## src/rtl/link_health_circuit_breaker_top_assert.svh

```systemverilog
// ----------------------------------------------------------------------------
// link health circuit breaker assertion macros
// concurrent checks that are left out of synthesis builds
// ----------------------------------------------------------------------------
`ifndef LINK_HEALTH_CIRCUIT_BREAKER_TOP_ASSERT_SVH
`define LINK_HEALTH_CIRCUIT_BREAKER_TOP_ASSERT_SVH

`ifndef SYNTHESIS
// property holds on every clock edge outside reset
`define LHCB_ASSERT(label_, clk_, rstn_, prop_) \
  label_: assert property (@(posedge clk_) disable iff (!(rstn_)) (prop_)) \
    else $error("lhcb assertion failed");
// condition never seen outside reset
`define LHCB_ASSERT_NEVER(label_, clk_, rstn_, cond_) \
  label_: assert property (@(posedge clk_) disable iff (!(rstn_)) !(cond_)) \
    else $error("lhcb forbidden condition seen");
`else
`define LHCB_ASSERT(label_, clk_, rstn_, prop_)
`define LHCB_ASSERT_NEVER(label_, clk_, rstn_, cond_)
`endif

`endif

```

## src/rtl/lhcb_pkg.sv

```systemverilog
// ----------------------------------------------------------------------------
// lhcb_pkg
// shared types, codes and widths of the link health circuit breaker
// ----------------------------------------------------------------------------
`timescale 1ns / 1ps
`default_nettype none

package lhcb_pkg;

  localparam int unsigned COUNT_BITS_DEF = 16;
  localparam int unsigned CFG_W          = 16;
  localparam int unsigned ELAPSED_W      = 16;
  localparam int unsigned ATT_W          = 8;
  localparam int unsigned LAT_W          = 17;
  localparam int unsigned OUT_CNT_W      = 16;
  localparam int unsigned KIND_W         = 3;
  localparam int unsigned CFG_IDX_W      = 3;
  // doublings never exceed sixteen, so five bits of iteration budget suffice
  localparam int unsigned BO_ITER_BITS   = 5;

  localparam logic [KIND_W-1:0] KIND_TICK    = 3'd0;
  localparam logic [KIND_W-1:0] KIND_CHECK   = 3'd1;
  localparam logic [KIND_W-1:0] KIND_ATTEMPT = 3'd2;
  localparam logic [KIND_W-1:0] KIND_SUCCESS = 3'd3;
  localparam logic [KIND_W-1:0] KIND_FAIL    = 3'd4;

  localparam logic [CFG_IDX_W-1:0] CFG_DEVICE_ENABLED  = 3'd0;
  localparam logic [CFG_IDX_W-1:0] CFG_BACKOFF_INITIAL = 3'd1;
  localparam logic [CFG_IDX_W-1:0] CFG_BACKOFF_MAX     = 3'd2;
  localparam logic [CFG_IDX_W-1:0] CFG_COOLDOWN_TICKS  = 3'd3;
  localparam logic [CFG_IDX_W-1:0] CFG_TRIP_THRESHOLD  = 3'd4;

  typedef enum logic [2:0] {
    LS_DISABLED     = 3'd0,
    LS_DISCONNECTED = 3'd1,
    LS_CONNECTING   = 3'd2,
    LS_CONNECTED    = 3'd3,
    LS_RECONNECTING = 3'd4,
    LS_FAULTED      = 3'd5
  } link_state_e;

  typedef enum logic [1:0] {
    BR_CLOSED   = 2'd0,
    BR_OPEN     = 2'd1,
    BR_HALFOPEN = 2'd2
  } breaker_e;

  typedef enum logic [1:0] {
    ST_IDLE    = 2'd0,
    ST_BACKOFF = 2'd1,
    ST_EMIT    = 2'd2
  } lhcb_fsm_e;

  typedef struct packed {
    logic busy;
    logic done;
  } bo_status_t;

endpackage

`default_nettype wire

```

## src/rtl/lhcb_backoff.sv

```systemverilog
// ----------------------------------------------------------------------------
// lhcb_backoff
// iterative capped exponential backoff: one compare and shift per cycle
// ----------------------------------------------------------------------------
`timescale 1ns / 1ps
`default_nettype none

`include "link_health_circuit_breaker_top_assert.svh"

module lhcb_backoff #(
  parameter int unsigned COUNT_BITS = lhcb_pkg::COUNT_BITS_DEF
) (
  input  wire logic                        clk_i,
  input  wire logic                        rst_ni,
  input  wire logic                        start_i,
  input  wire logic [COUNT_BITS-1:0]       run_i,
  input  wire logic [lhcb_pkg::CFG_W-1:0]  first_i,
  input  wire logic [lhcb_pkg::CFG_W-1:0]  max_i,
  output logic      [lhcb_pkg::CFG_W-1:0]  delay_o,
  output lhcb_pkg::bo_status_t             status_o
);
  import lhcb_pkg::*;

  logic                    busy_q, busy_d;
  logic                    zero_q, zero_d;
  logic [CFG_W-1:0]        d_q, d_d;
  logic [CFG_W-1:0]        cap_q, cap_d;
  logic [BO_ITER_BITS-1:0] rem_q, rem_d;
  logic [COUNT_BITS-1:0]   run_m1;
  logic                    finish;
  logic                    at_half;

  assign run_m1  = run_i - COUNT_BITS'(1);
  assign at_half = d_q >= (cap_q >> 1);
  assign finish  = busy_q && (zero_q || rem_q == '0 || at_half);

  // start load, then the compare and shift step until done
  always_comb begin
    busy_d = busy_q;
    zero_d = zero_q;
    d_d    = d_q;
    cap_d  = cap_q;
    rem_d  = rem_q;
    if (!busy_q) begin
      if (start_i) begin
        busy_d = 1'b1;
        zero_d = (first_i == '0) || (run_i == '0);
        d_d    = first_i;
        cap_d  = (max_i > first_i) ? max_i : first_i;
        if ((run_m1 >> BO_ITER_BITS) != '0) begin
          rem_d = '1;
        end else begin
          rem_d = run_m1[BO_ITER_BITS-1:0];
        end
      end
    end else if (finish) begin
      busy_d = 1'b0;
    end else begin
      d_d   = d_q << 1;
      rem_d = rem_q - BO_ITER_BITS'(1);
    end
  end

  always_comb begin
    if (zero_q) begin
      delay_o = '0;
    end else if (rem_q == '0) begin
      delay_o = d_q;
    end else begin
      delay_o = cap_q;
    end
  end

  assign status_o.busy = busy_q;
  assign status_o.done = finish;

  always_ff @(posedge clk_i or negedge rst_ni) begin
    if (!rst_ni) begin
      busy_q <= 1'b0;
    end else begin
      busy_q <= busy_d;
    end
  end

  always_ff @(posedge clk_i) begin
    zero_q <= zero_d;
    d_q    <= d_d;
    cap_q  <= cap_d;
    rem_q  <= rem_d;
  end

  `LHCB_ASSERT(a_bo_below_cap, clk_i, rst_ni, busy_q |-> (d_q <= cap_q))
  `LHCB_ASSERT(a_bo_keeps_going, clk_i, rst_ni, (busy_q && !finish) |=> busy_q)
  `LHCB_ASSERT(a_bo_done_frees, clk_i, rst_ni, finish |=> !busy_q)

endmodule

`default_nettype wire

```

## src/rtl/link_health_circuit_breaker_top.sv

```systemverilog
// ----------------------------------------------------------------------------
// link_health_circuit_breaker_top
// link health tracker with circuit breaker and capped exponential backoff
// ----------------------------------------------------------------------------
// flow: an accepted transaction goes from the idle state to the emit state, which
//   loads the result register once it is free; a failure event waits first in the
//   backoff state for the backoff unit; a new event is taken only in the
//   idle state, so a failure holds off the next event until the doubling loop ends
// reset: control, link state and counters clear at once; configuration
//   registers take their defaults; there is no clearing pass
`timescale 1ns / 1ps
`default_nettype none

`include "link_health_circuit_breaker_top_assert.svh"

module link_health_circuit_breaker_top #(
  parameter int unsigned COUNT_BITS = lhcb_pkg::COUNT_BITS_DEF
) (
  input  wire logic                            clk_i,
  input  wire logic                            rst_ni,
  input  wire logic                            cfg_we_i,
  input  wire logic [lhcb_pkg::CFG_IDX_W-1:0]  cfg_idx_i,
  input  wire logic [lhcb_pkg::CFG_W-1:0]      cfg_wdata_i,
  input  wire logic                            in_valid_i,
  output logic                                 in_ready_o,
  input  wire logic [lhcb_pkg::KIND_W-1:0]     kind_i,
  input  wire logic [lhcb_pkg::ATT_W-1:0]      attempt_count_i,
  input  wire logic signed [lhcb_pkg::LAT_W-1:0] latency_i,
  output logic                                 out_valid_o,
  input  wire logic                            out_ready_i,
  output logic                                 allowed_o,
  output logic [2:0]                           link_state_o,
  output logic [1:0]                           breaker_state_o,
  output logic                                 is_online_o,
  output logic [lhcb_pkg::OUT_CNT_W-1:0]       failure_run_o,
  output logic [lhcb_pkg::OUT_CNT_W-1:0]       reconnects_o,
  output logic [lhcb_pkg::CFG_W-1:0]           retry_delay_o,
  output logic [lhcb_pkg::ATT_W-1:0]           last_attempts_o,
  output logic signed [lhcb_pkg::LAT_W-1:0]    last_latency_o
);
  import lhcb_pkg::*;

  localparam int unsigned CMP_W = (COUNT_BITS > CFG_W) ? COUNT_BITS : CFG_W;

  // configuration
  logic             en_q;
  logic [CFG_W-1:0] bo_first_q, bo_max_q, cooldown_q, trip_q;

  // link state
  lhcb_fsm_e              fsm_q, fsm_d;
  link_state_e            conn_q, conn_d;
  breaker_e               brk_q, brk_d;
  logic [ELAPSED_W-1:0]   elapsed_q, elapsed_d;
  logic                   online_q, online_d;
  logic [COUNT_BITS-1:0]  fail_q, fail_d;
  logic [COUNT_BITS-1:0]  recon_q, recon_d;
  logic [CFG_W-1:0]       delay_q, delay_d;
  logic [ATT_W-1:0]       att_q, att_d;
  logic [LAT_W-1:0]       lat_q, lat_d;
  logic                   allowed_q, allowed_d;

  // result register
  logic                   out_valid_q, out_valid_d;
  logic                   out_allowed_q;
  logic [2:0]             out_link_q;
  logic [1:0]             out_brk_q;
  logic                   out_online_q;
  logic [OUT_CNT_W-1:0]   out_fail_q, out_recon_q;
  logic [CFG_W-1:0]       out_delay_q;
  logic [ATT_W-1:0]       out_att_q;
  logic [LAT_W-1:0]       out_lat_q;

  logic                   in_fire;
  logic                   bo_start;
  logic                   out_load;
  logic                   fail_event;
  logic [LAT_W-1:0]       lat_in;
  logic [COUNT_BITS-1:0]  fail_inc;
  logic [CFG_W-1:0]       thr;
  logic [CMP_W-1:0]       fail_inc_x, thr_x, fail_x, recon_x;
  logic [CFG_W-1:0]       bo_delay;
  bo_status_t             bo_status;

  assign in_fire    = in_valid_i && in_ready_o;
  assign fail_event = (kind_i == KIND_FAIL) && en_q;

  // any negative latency collapses to the all-ones value
  assign lat_in     = latency_i[LAT_W-1] ? '1 : latency_i;
  assign fail_inc   = (fail_q == '1) ? fail_q : fail_q + COUNT_BITS'(1);
  assign thr        = (trip_q == '0) ? CFG_W'(1) : trip_q;
  assign fail_inc_x = CMP_W'(fail_inc);
  assign thr_x      = CMP_W'(thr);
  assign fail_x     = CMP_W'(fail_q);
  assign recon_x    = CMP_W'(recon_q);

  // configuration writes
  always_ff @(posedge clk_i or negedge rst_ni) begin
    if (!rst_ni) begin
      en_q       <= 1'b1;
      bo_first_q <= '0;
      bo_max_q   <= '0;
      cooldown_q <= '0;
      trip_q     <= CFG_W'(1);
    end else if (cfg_we_i) begin
      case (cfg_idx_i)
        CFG_DEVICE_ENABLED:  en_q       <= cfg_wdata_i[0];
        CFG_BACKOFF_INITIAL: bo_first_q <= cfg_wdata_i;
        CFG_BACKOFF_MAX:     bo_max_q   <= cfg_wdata_i;
        CFG_COOLDOWN_TICKS:  cooldown_q <= cfg_wdata_i;
        CFG_TRIP_THRESHOLD:  trip_q     <= cfg_wdata_i;
        default: ;
      endcase
    end
  end

  lhcb_backoff #(
    .COUNT_BITS(COUNT_BITS)
  ) u_backoff (
    .clk_i    (clk_i),
    .rst_ni   (rst_ni),
    .start_i  (bo_start),
    .run_i    (fail_d),
    .first_i  (bo_first_q),
    .max_i    (bo_max_q),
    .delay_o  (bo_delay),
    .status_o (bo_status)
  );

  // event update
  always_comb begin
    conn_d    = conn_q;
    brk_d     = brk_q;
    elapsed_d = elapsed_q;
    online_d  = online_q;
    fail_d    = fail_q;
    recon_d   = recon_q;
    delay_d   = delay_q;
    att_d     = att_q;
    lat_d     = lat_q;
    allowed_d = allowed_q;
    if (in_fire) begin
      allowed_d = 1'b0;
      if (kind_i == KIND_TICK && elapsed_q != '1) begin
        elapsed_d = elapsed_q + ELAPSED_W'(1);
      end
      if (kind_i <= KIND_FAIL && !en_q) begin
        conn_d   = LS_DISABLED;
        online_d = 1'b0;
      end else if (kind_i == KIND_CHECK) begin
        if (brk_q != BR_OPEN) begin
          allowed_d = 1'b1;
        end else if (elapsed_q >= cooldown_q) begin
          brk_d     = BR_HALFOPEN;
          allowed_d = 1'b1;
        end else begin
          conn_d   = LS_FAULTED;
          online_d = 1'b0;
        end
      end else if (kind_i == KIND_ATTEMPT) begin
        conn_d = (fail_q != '0) ? LS_RECONNECTING : LS_CONNECTING;
      end else if (kind_i == KIND_SUCCESS) begin
        online_d = 1'b1;
        conn_d   = LS_CONNECTED;
        fail_d   = '0;
        att_d    = attempt_count_i;
        lat_d    = lat_in;
        delay_d  = '0;
        brk_d    = BR_CLOSED;
      end else if (kind_i == KIND_FAIL) begin
        if (online_q || fail_q == '0) begin
          recon_d = (recon_q == '1) ? recon_q : recon_q + COUNT_BITS'(1);
        end
        online_d = 1'b0;
        fail_d   = fail_inc;
        att_d    = attempt_count_i;
        lat_d    = lat_in;
        if (fail_inc_x >= thr_x || brk_q == BR_HALFOPEN) begin
          if (brk_q != BR_OPEN) begin
            elapsed_d = '0;
          end
          brk_d  = BR_OPEN;
          conn_d = LS_FAULTED;
        end else begin
          brk_d  = BR_CLOSED;
          conn_d = LS_RECONNECTING;
        end
      end
    end
    if (bo_status.done) begin
      delay_d = bo_delay;
    end
  end

  // sequencer next state
  always_comb begin
    fsm_d = fsm_q;
    case (fsm_q)
      ST_IDLE: begin
        if (in_fire) begin
          fsm_d = fail_event ? ST_BACKOFF : ST_EMIT;
        end
      end
      ST_BACKOFF: begin
        if (bo_status.done) begin
          fsm_d = ST_EMIT;
        end
      end
      ST_EMIT: begin
        if (!out_valid_q || out_ready_i) begin
          fsm_d = ST_IDLE;
        end
      end
      default: fsm_d = ST_IDLE;
    endcase
  end

  // sequencer outputs
  always_comb begin
    in_ready_o = 1'b0;
    bo_start   = 1'b0;
    out_load   = 1'b0;
    case (fsm_q)
      ST_IDLE: begin
        in_ready_o = 1'b1;
        bo_start   = in_valid_i && fail_event;
      end
      ST_BACKOFF: ;
      ST_EMIT: begin
        out_load = !out_valid_q || out_ready_i;
      end
      default: ;
    endcase
  end

  always_comb begin
    out_valid_d = out_valid_q;
    if (out_load) begin
      out_valid_d = 1'b1;
    end else if (out_ready_i) begin
      out_valid_d = 1'b0;
    end
  end

  always_ff @(posedge clk_i or negedge rst_ni) begin
    if (!rst_ni) begin
      fsm_q       <= ST_IDLE;
      conn_q      <= LS_DISCONNECTED;
      brk_q       <= BR_CLOSED;
      elapsed_q   <= '0;
      online_q    <= 1'b0;
      fail_q      <= '0;
      recon_q     <= '0;
      delay_q     <= '0;
      att_q       <= '0;
      lat_q       <= '0;
      allowed_q   <= 1'b0;
      out_valid_q <= 1'b0;
    end else begin
      fsm_q       <= fsm_d;
      conn_q      <= conn_d;
      brk_q       <= brk_d;
      elapsed_q   <= elapsed_d;
      online_q    <= online_d;
      fail_q      <= fail_d;
      recon_q     <= recon_d;
      delay_q     <= delay_d;
      att_q       <= att_d;
      lat_q       <= lat_d;
      allowed_q   <= allowed_d;
      out_valid_q <= out_valid_d;
    end
  end

  // snapshot into the result register
  always_ff @(posedge clk_i) begin
    if (out_load) begin
      out_allowed_q <= allowed_q;
      out_link_q    <= en_q ? conn_q : LS_DISABLED;
      out_brk_q     <= brk_q;
      out_online_q  <= online_q & en_q;
      out_fail_q    <= fail_x[OUT_CNT_W-1:0];
      out_recon_q   <= recon_x[OUT_CNT_W-1:0];
      out_delay_q   <= delay_q;
      out_att_q     <= att_q;
      out_lat_q     <= lat_q;
    end
  end

  assign out_valid_o     = out_valid_q;
  assign allowed_o       = out_allowed_q;
  assign link_state_o    = out_link_q;
  assign breaker_state_o = out_brk_q;
  assign is_online_o     = out_online_q;
  assign failure_run_o   = out_fail_q;
  assign reconnects_o    = out_recon_q;
  assign retry_delay_o   = out_delay_q;
  assign last_attempts_o = out_att_q;
  assign last_latency_o  = out_lat_q;

  `LHCB_ASSERT(a_emit_loads, clk_i, rst_ni, out_load |=> (out_valid_q && fsm_q == ST_IDLE))
  `LHCB_ASSERT(a_success_closes, clk_i, rst_ni,
    (in_fire && kind_i == KIND_SUCCESS && en_q) |=> (fail_q == '0 && brk_q == BR_CLOSED))
  `LHCB_ASSERT(a_fail_backs_off, clk_i, rst_ni,
    (in_fire && fail_event) |=> (fsm_q == ST_BACKOFF && bo_status.busy))
  `LHCB_ASSERT_NEVER(a_no_stray_done, clk_i, rst_ni, bo_status.done && fsm_q != ST_BACKOFF)

endmodule

`default_nettype wire
```

## config.mk

```make
export PLATFORM = sky130hd
export DESIGN_NAME = link_health_circuit_breaker_top
export DESIGN_NICKNAME = d
export VERILOG_FILES = /design/src/rtl/lhcb_pkg.sv /design/src/rtl/lhcb_backoff.sv /design/src/rtl/link_health_circuit_breaker_top.sv
export VERILOG_INCLUDE_DIRS = /design/src /design/src/rtl
export SDC_FILE = /design/constraint.sdc
export NUM_CORES = 1
export LEC_CHECK = 0
export ABC_AREA = 1
export ABC_CLOCK_PERIOD_IN_PS = 5700
export BUFFER_PORTS_ARGS = -buffer_cell sky130_fd_sc_hd__buf_4
export CORE_MARGIN = 5
export CORE_UTILIZATION = 35
export CTS_CLUSTER_SIZE = 24
export DETAILED_ROUTE_END_ITERATION = 8
export PLACE_DENSITY = 0.57
export SLEW_MARGIN = 5
export SYNTH_ARGS = -nofsm -noshare
export SYNTH_HDL_FRONTEND = slang
export SYNTH_HIERARCHICAL = 1
export SYNTH_SLANG_ARGS = --single-unit
```

## constraint.sdc

```tcl
create_clock -name clk_i -period 5.7 [get_ports clk_i]
set_input_delay 1.14 -clock clk_i [delete_from_list [all_inputs] [get_ports clk_i]]
set_output_delay 1.14 -clock clk_i [all_outputs]
set_load 0.02 [all_outputs]
```

---- Yosys cells after proc, flatten, opt, wreduce, memory -nomap -nowiden ----
Index checks and enable logic that the tools add are counted.
word-level totals
  flip-flop bits (word level) ............. 283
  ROM bits ................................ 0
  memories kept ........................... 0
  output and inout port bits .............. 82
  RAM bits ................................ 0
  latch bits .............................. 0
operators by class
  multiplexer cells ....................... 77
  order comparisons ....................... 5
  shifts and indexed selects .............. 0
  divide/modulo/power cells ............... 0
  add/subtract/negate cells ............... 5
  equality and inequality tests ........... 28
  $mul .................................... 0
  bitwise logic cells ..................... 7
  reductions and logical operators ........ 46
operator list
  operator                                                                 count
  16-bit two-way mux                                                       28
  16-bit logical NOT                                                       4
  17-bit two-way mux                                                       3
  16-bit by 1-bit adder with 16-bit output, second input constant          3
  16-bit == test, second input constant                                    2
  16-bit >= comparator                                                     2
  16-bit nonzero test                                                      2
  3-bit two-way mux                                                        8
  1-bit two-way mux                                                        21
  2-bit two-way mux                                                        10
  5-bit two-way mux                                                        4
  16-bit by 15-bit >= comparator with 1-bit output                         1
  16-bit > comparator                                                      1
  8-bit two-way mux                                                        2
  16-bit inequality test, second input constant                            1
  16-bit by 1-bit subtractor with 16-bit output, second input constant     1
  5-bit AND reduction                                                      3
  2-bit AND reduction                                                      7
  3-bit by 2-bit == test with 1-bit output, second input constant          4
  2-bit by 1-bit inequality test with 1-bit output, second input constant  6
  2-bit inequality test, second input constant                             5
  2-bit nonzero test                                                       5
  3-bit inequality test, second input constant                             3
  8-bit AND reduction                                                      1
  21 further kinds                                                         41

---- Depth between registers and ports, before layout ----
  word-level depth ........................ 13
  gate-level depth with buffers ........... 24
  mapped depth without buffers ............ 24

---- Cells and area by module ----
The synthesis kept the hierarchy.
modules (own cells, without submodules)
  module                           cells each  times used  area each (µm²)
  link_health_circuit_breaker_top  1151        1           10998.0
  lhcb_backoff                     433         1           3288.2

---- Least setup slack after synthesis ----
Ideal clock, no wire load.
  kind .................................... input to register
  start ................................... input port out_ready_i
  end ..................................... register out_allowed_q, in the netlist allowed_o, enable pin
  setup time .............................. 520 ps
  setup slack ............................. 666 ps
  stages .................................. 2
  required time ........................... 5180 ps
  arrival ................................. 4514 ps
  path buffers ............................ 0
  cells stage by stage .................... nor2_1 nor2_1
between the ends
  word-level cells in the longest chain between the ends .. 2
ends and longest elaborated chain
  element               line                                    RTL
  from (decl)           link_health_circuit_breaker_top.sv:30   input wire logic out_ready_i,
  1-bit logical OR      link_health_circuit_breaker_top.sv:229  out_load = !out_valid_q || out_ready_i;
  1-bit two-way mux     link_health_circuit_breaker_top.sv:222  case (fsm_q)
  net out_load          link_health_circuit_breaker_top.sv:75   logic out_load;
  to (signal assigned)  link_health_circuit_breaker_top.sv:277  out_allowed_q <= allowed_q;
  to (decl)             link_health_circuit_breaker_top.sv:64   logic out_allowed_q;
The timed path passes the listed nets, and every way through them passes these cells.
A chain may end at the register's enable or synchronous reset.

---- Worst setup path in the final report ----
  start ................................... register fail_q[0]
  end ..................................... register elapsed_q[3]
between the ends
  word-level cells in the longest chain between the ends .. 10
ends and longest elaborated chain
  element                                                                            line                                    RTL
  from (decl)                                                                        link_health_circuit_breaker_top.sv:55   logic [COUNT_BITS-1:0] fail_q, fail_d;
  from (signal assigned)                                                             link_health_circuit_breaker_top.sv:264  fail_q <= fail_d;
  16-bit by 1-bit adder with 16-bit output / 16-bit == test (equally long branches)  link_health_circuit_breaker_top.sv:89   assign fail_inc = (fail_q == '1) ? fail_q : fail_q + COUNT_BITS'(1);
  16-bit two-way mux *                                                               link_health_circuit_breaker_top.sv:89
  16-bit >= comparator *                                                             link_health_circuit_breaker_top.sv:177  if (fail_inc_x >= thr_x || brk_q == BR_HALFOPEN) begin
  1-bit logical OR *                                                                 link_health_circuit_breaker_top.sv:177
  16-bit two-way mux *                                                               link_health_circuit_breaker_top.sv:177
  16-bit two-way mux *                                                               link_health_circuit_breaker_top.sv:169  end else if (kind_i == KIND_FAIL) begin
  16-bit two-way mux *                                                               link_health_circuit_breaker_top.sv:161  end else if (kind_i == KIND_SUCCESS) begin
  16-bit two-way mux *                                                               link_health_circuit_breaker_top.sv:159  end else if (kind_i == KIND_ATTEMPT) begin
  16-bit two-way mux *                                                               link_health_circuit_breaker_top.sv:149  end else if (kind_i == KIND_CHECK) begin
  16-bit two-way mux *                                                               link_health_circuit_breaker_top.sv:146  if (kind_i <= KIND_FAIL && !en_q) begin
  to (signal assigned)                                                               link_health_circuit_breaker_top.sv:262  elapsed_q <= elapsed_d;
  to (decl)                                                                          link_health_circuit_breaker_top.sv:53   logic [ELAPSED_W-1:0] elapsed_q, elapsed_d;
Mark *: on every way between the ends. The rest lies on a longest branch, timed or not.

==> summary.md <==
| Metric | Value |
|---|---|
| Vias post-DR | `roughly 11000` |
| Final min period | `roughly 3.8 ns` |
| CTS HTree Levels | `2` |
| Met1 wire length | `16300 um` |
| Setup Skew | `0.0269 ns` |
| Area after DPL | `~16000 sq um` |
| Placed Cells incl. Taps | `~2200` |
| Core area | `approximately 40000 sq um` |
| Reg clk slew, reported paths | `0.06 ns` |
| Post_cts resized | `0` |
| CP Max Fanout | `15` |
| Top sig layer | `met5` |
| Total gr overflow | `0` |
| Routed Antenna Nets | `0` |
| Setup TNS | `0 ns` |
| Fin cells | `between 2000 and 2500` |
| Post-Synthesis Cells | `1583` |
| Hold crit path type | `reg -> reg` |
| Routed WL | `around 36000 um` |
| Initial antenna violation count | `2` |
| Seq pwr share | `between 40% and 50%` |
| R2R cell count | `17` |
| Met3 Wirelength | `approximately 2100 um` |
| Crit path launch | `fail_q[0]` |
| Worst skew pair latency | `approximately 0.54 ns` |
| Post-Syn Area | `between 10000 and 15000 sq um` |
| Reg2reg end | `elapsed_q[3]` |
| Logic pwr share | `roughly a third` |
| Critical Path Start Type | `flip-flop` |
| Starting Density | `approximately a third` |
| VDD IR-drop max | `0.000198 V` |
| Slew HR | `23.9%` |
| WL met2 | `roughly 16000 um` |
| Arr. time, crit path | `roughly 4.2 ns` |
| Max Slew Vio Count | `0` |
| Synthesized area per cell | `~9 sq um` |
| Full die area | `between 40000 and 50000 sq um` |
| Std cell rows | `74` |
| Mapped Nets | `approximately 1700` |
| Via density | `about 4.8` |
| Fin. Hold Viols | `0` |
| Synth-to-Final Area Change | `18.5%` |
| # DRC | `0` |
| GRT Total Usage | `16.0%` |
| DR WL/cell | `between 15 and 20 um` |
| CTS tree | `done` |
| Clock power share | `27.4%` |
| Final instance area | `roughly 17000 sq um` |
| Routability cong. | `0.876` |
| Crit path kind | `reg -> reg` |
| Status | `finished, final reports clean` |
| Static Leak | `between 8 and 9 nW` |
| Clock tree sinks | `between 200 and 300` |
| Cell Int Power | `roughly 5.1 mW` |
| Final HPWL from detailed placement | `roughly 27000 um` |
| Die width | `212 um` |
| Fmax | `roughly 0.26 GHz` |
| RSZ-0062 raised after global routing | `false` |
| ANT cells | `0` |
| Final Net Count | `between 1500 and 2000` |
| CP required | `about 6.1 ns` |
| Min-delay src | `lat_q[5]` |
| CTS Buffer Depth | `3` |
| Setup Viol. Count Final | `0` |
| Number of global-route vias before repair | `approximately 11000` |
| CP Capture Type | `flip-flop` |
| Tot Pwr | `between 8 and 9 mW` |
| CTS buffer count | `35` |
| Worst-Margin Slew | `roughly 1.1 ns` |
| First-pass GRT wire length | `57600 um` |
| Largest net degree at the start of global routing | `100` |
| # hold bufs at CTS | `0` |
| Postcts setup bufs | `0` |
| WHS Endpoint | `last_latency_o[5]` |
| PwrDens | `about 470 nW/um^2` |
| I/O Buffers | `about 130` |
| Fin crit share | `roughly two thirds` |
| Die Ht | `approximately 210 um` |
| Number of fill cells | `between 4000 and 5000` |
| Synth warn | `6` |
| Reg-to-Reg Start | `fail_q[0]` |
| Reg2reg setup slack | `roughly 1.9 ns` |
| Layout cells sized above 1 | `roughly 15%` |
| I/O pin total | `roughly 130` |
| Switching share of power | `37.0%` |
| Final Util | `41.7%` |
| WHS Path Cells | `0` |
| Max-capacitance violation count | `0` |
| Pre-antenna DRT Iters | `5` |
| DRT iter0 DRCs | `around 580` |
| P_sw | `~3.0 mW` |
| Root Driver | `clkbuf_16` |
power groups by stage:
stage | clock network [mW] | registers (mW) | logic (mW)
2_1_floorplan | 0 | 3.39 | 1.55
3_3_place_gp | 0 | 3.25 | 2.61
3_5_place_dp | 0 | 3.25 | 2.65
4_1_cts | 2.27 | 3.22 | 2.66
5_1_grt | 2.36 | 3.28 | 2.97
6_report | 2.20 | 3.21 | 2.62
state kept, by name, summed over array words and instances (netlist names), 3 cells and up:
name / flops
u_backoff/d_q: 16
last_latency_o: 17
u_backoff/cap_q: 16
conn_q: 3
bo_first_q: 16
reconnects_o: 16
failure_run_o: 16
delay_q: 16
link_state_o: 3
lat_q: 17
att_q: 8
cooldown_q: 16
elapsed_q: 16
u_backoff/rem_q: 5
fail_q: 16
bo_max_q: 16
trip_q: 16
recon_q: 16
retry_delay_o: 16
last_attempts_o: 8
per-stage QoR:
stage               hold slack [ns]  setup WS (ns)
floorplan                     0.425          0.666
global placement              0.431           1.68
detailed placement            0.435           1.59
CTS                           0.447           1.86
global route                  0.448           1.45
finish                        0.446           1.90
cell usage in the layout (no fill, tap or decap), drive strengths merged, types with 2 or more instances in the layout:
cell,instances
inv,228
o21bai,5
dfstp,3
edfxtp,118
nand4,28
clkinvlp,4
xnor2,6
o21a,2
a211oi,16
nor3,18
o21ai,144
clkbuf,46
dfrtp,162
buf,138
bufinv,2
xor2,22
clkinv,11
o22ai,8
nor2,114
nand3b,4
a21oi,41
a21o,2
ha,70
nand2,417
or2,2
a31oi,2
nand3,111
nor4,13
how the worst max path moves through the flow:
stage	to	slack [ns]
after global routing	elapsed_q[3]	1.45
after global placement	u_backoff/rem_q[1]	1.68
after CTS	elapsed_q[3]	1.86
after detailed placement	u_backoff/rem_q[3]	1.59
final	elapsed_q[3]	1.90
after floorplan	allowed_o	0.67
area by class of cell:
| cell class | count | area [sq um] | area share [%] |
|---|---|---|---|
| clock buffer | 46 | 988 | 5.84 |
| clock inverter | 18 | 165 | 0.976 |
| inverter | 227 | 855 | 5.05 |
| multi-input combinational | 1028 | 5520 | 32.6 |
| sequential | 283 | 7680 | 45.4 |
| tap | 532 | 666 | 3.93 |
| timing repair buffer | 138 | 1050 | 6.22 |
critical path, stage by stage, from the launching register on:
cell and delay [ns]:
dfrtp_1 0.44, ha_1 0.19, nand2_1 0.09, nor2_1 0.10, nand2_1 0.13, nor2_2 0.19
nand3_2 0.19, nand2_1 0.12, xor2_1 0.28, inv_1 0.10, ha_1 0.33, nand4_1 0.10
nor3_1 0.23, nand3_1 0.12, nand4_1 0.21, nand3_1 0.53, nand3_1 0.24, inv_1 0.06
routing by layer:
layer / vias up / track usage (%)
li1: 5479 / -
met1: 5160 / 21.5
met2: 245 / 25.9
met3: 62 / 4.03
met4: 4 / 4.66
met5: - / 0
Note: power is estimated with default switching activity, not from simulation.
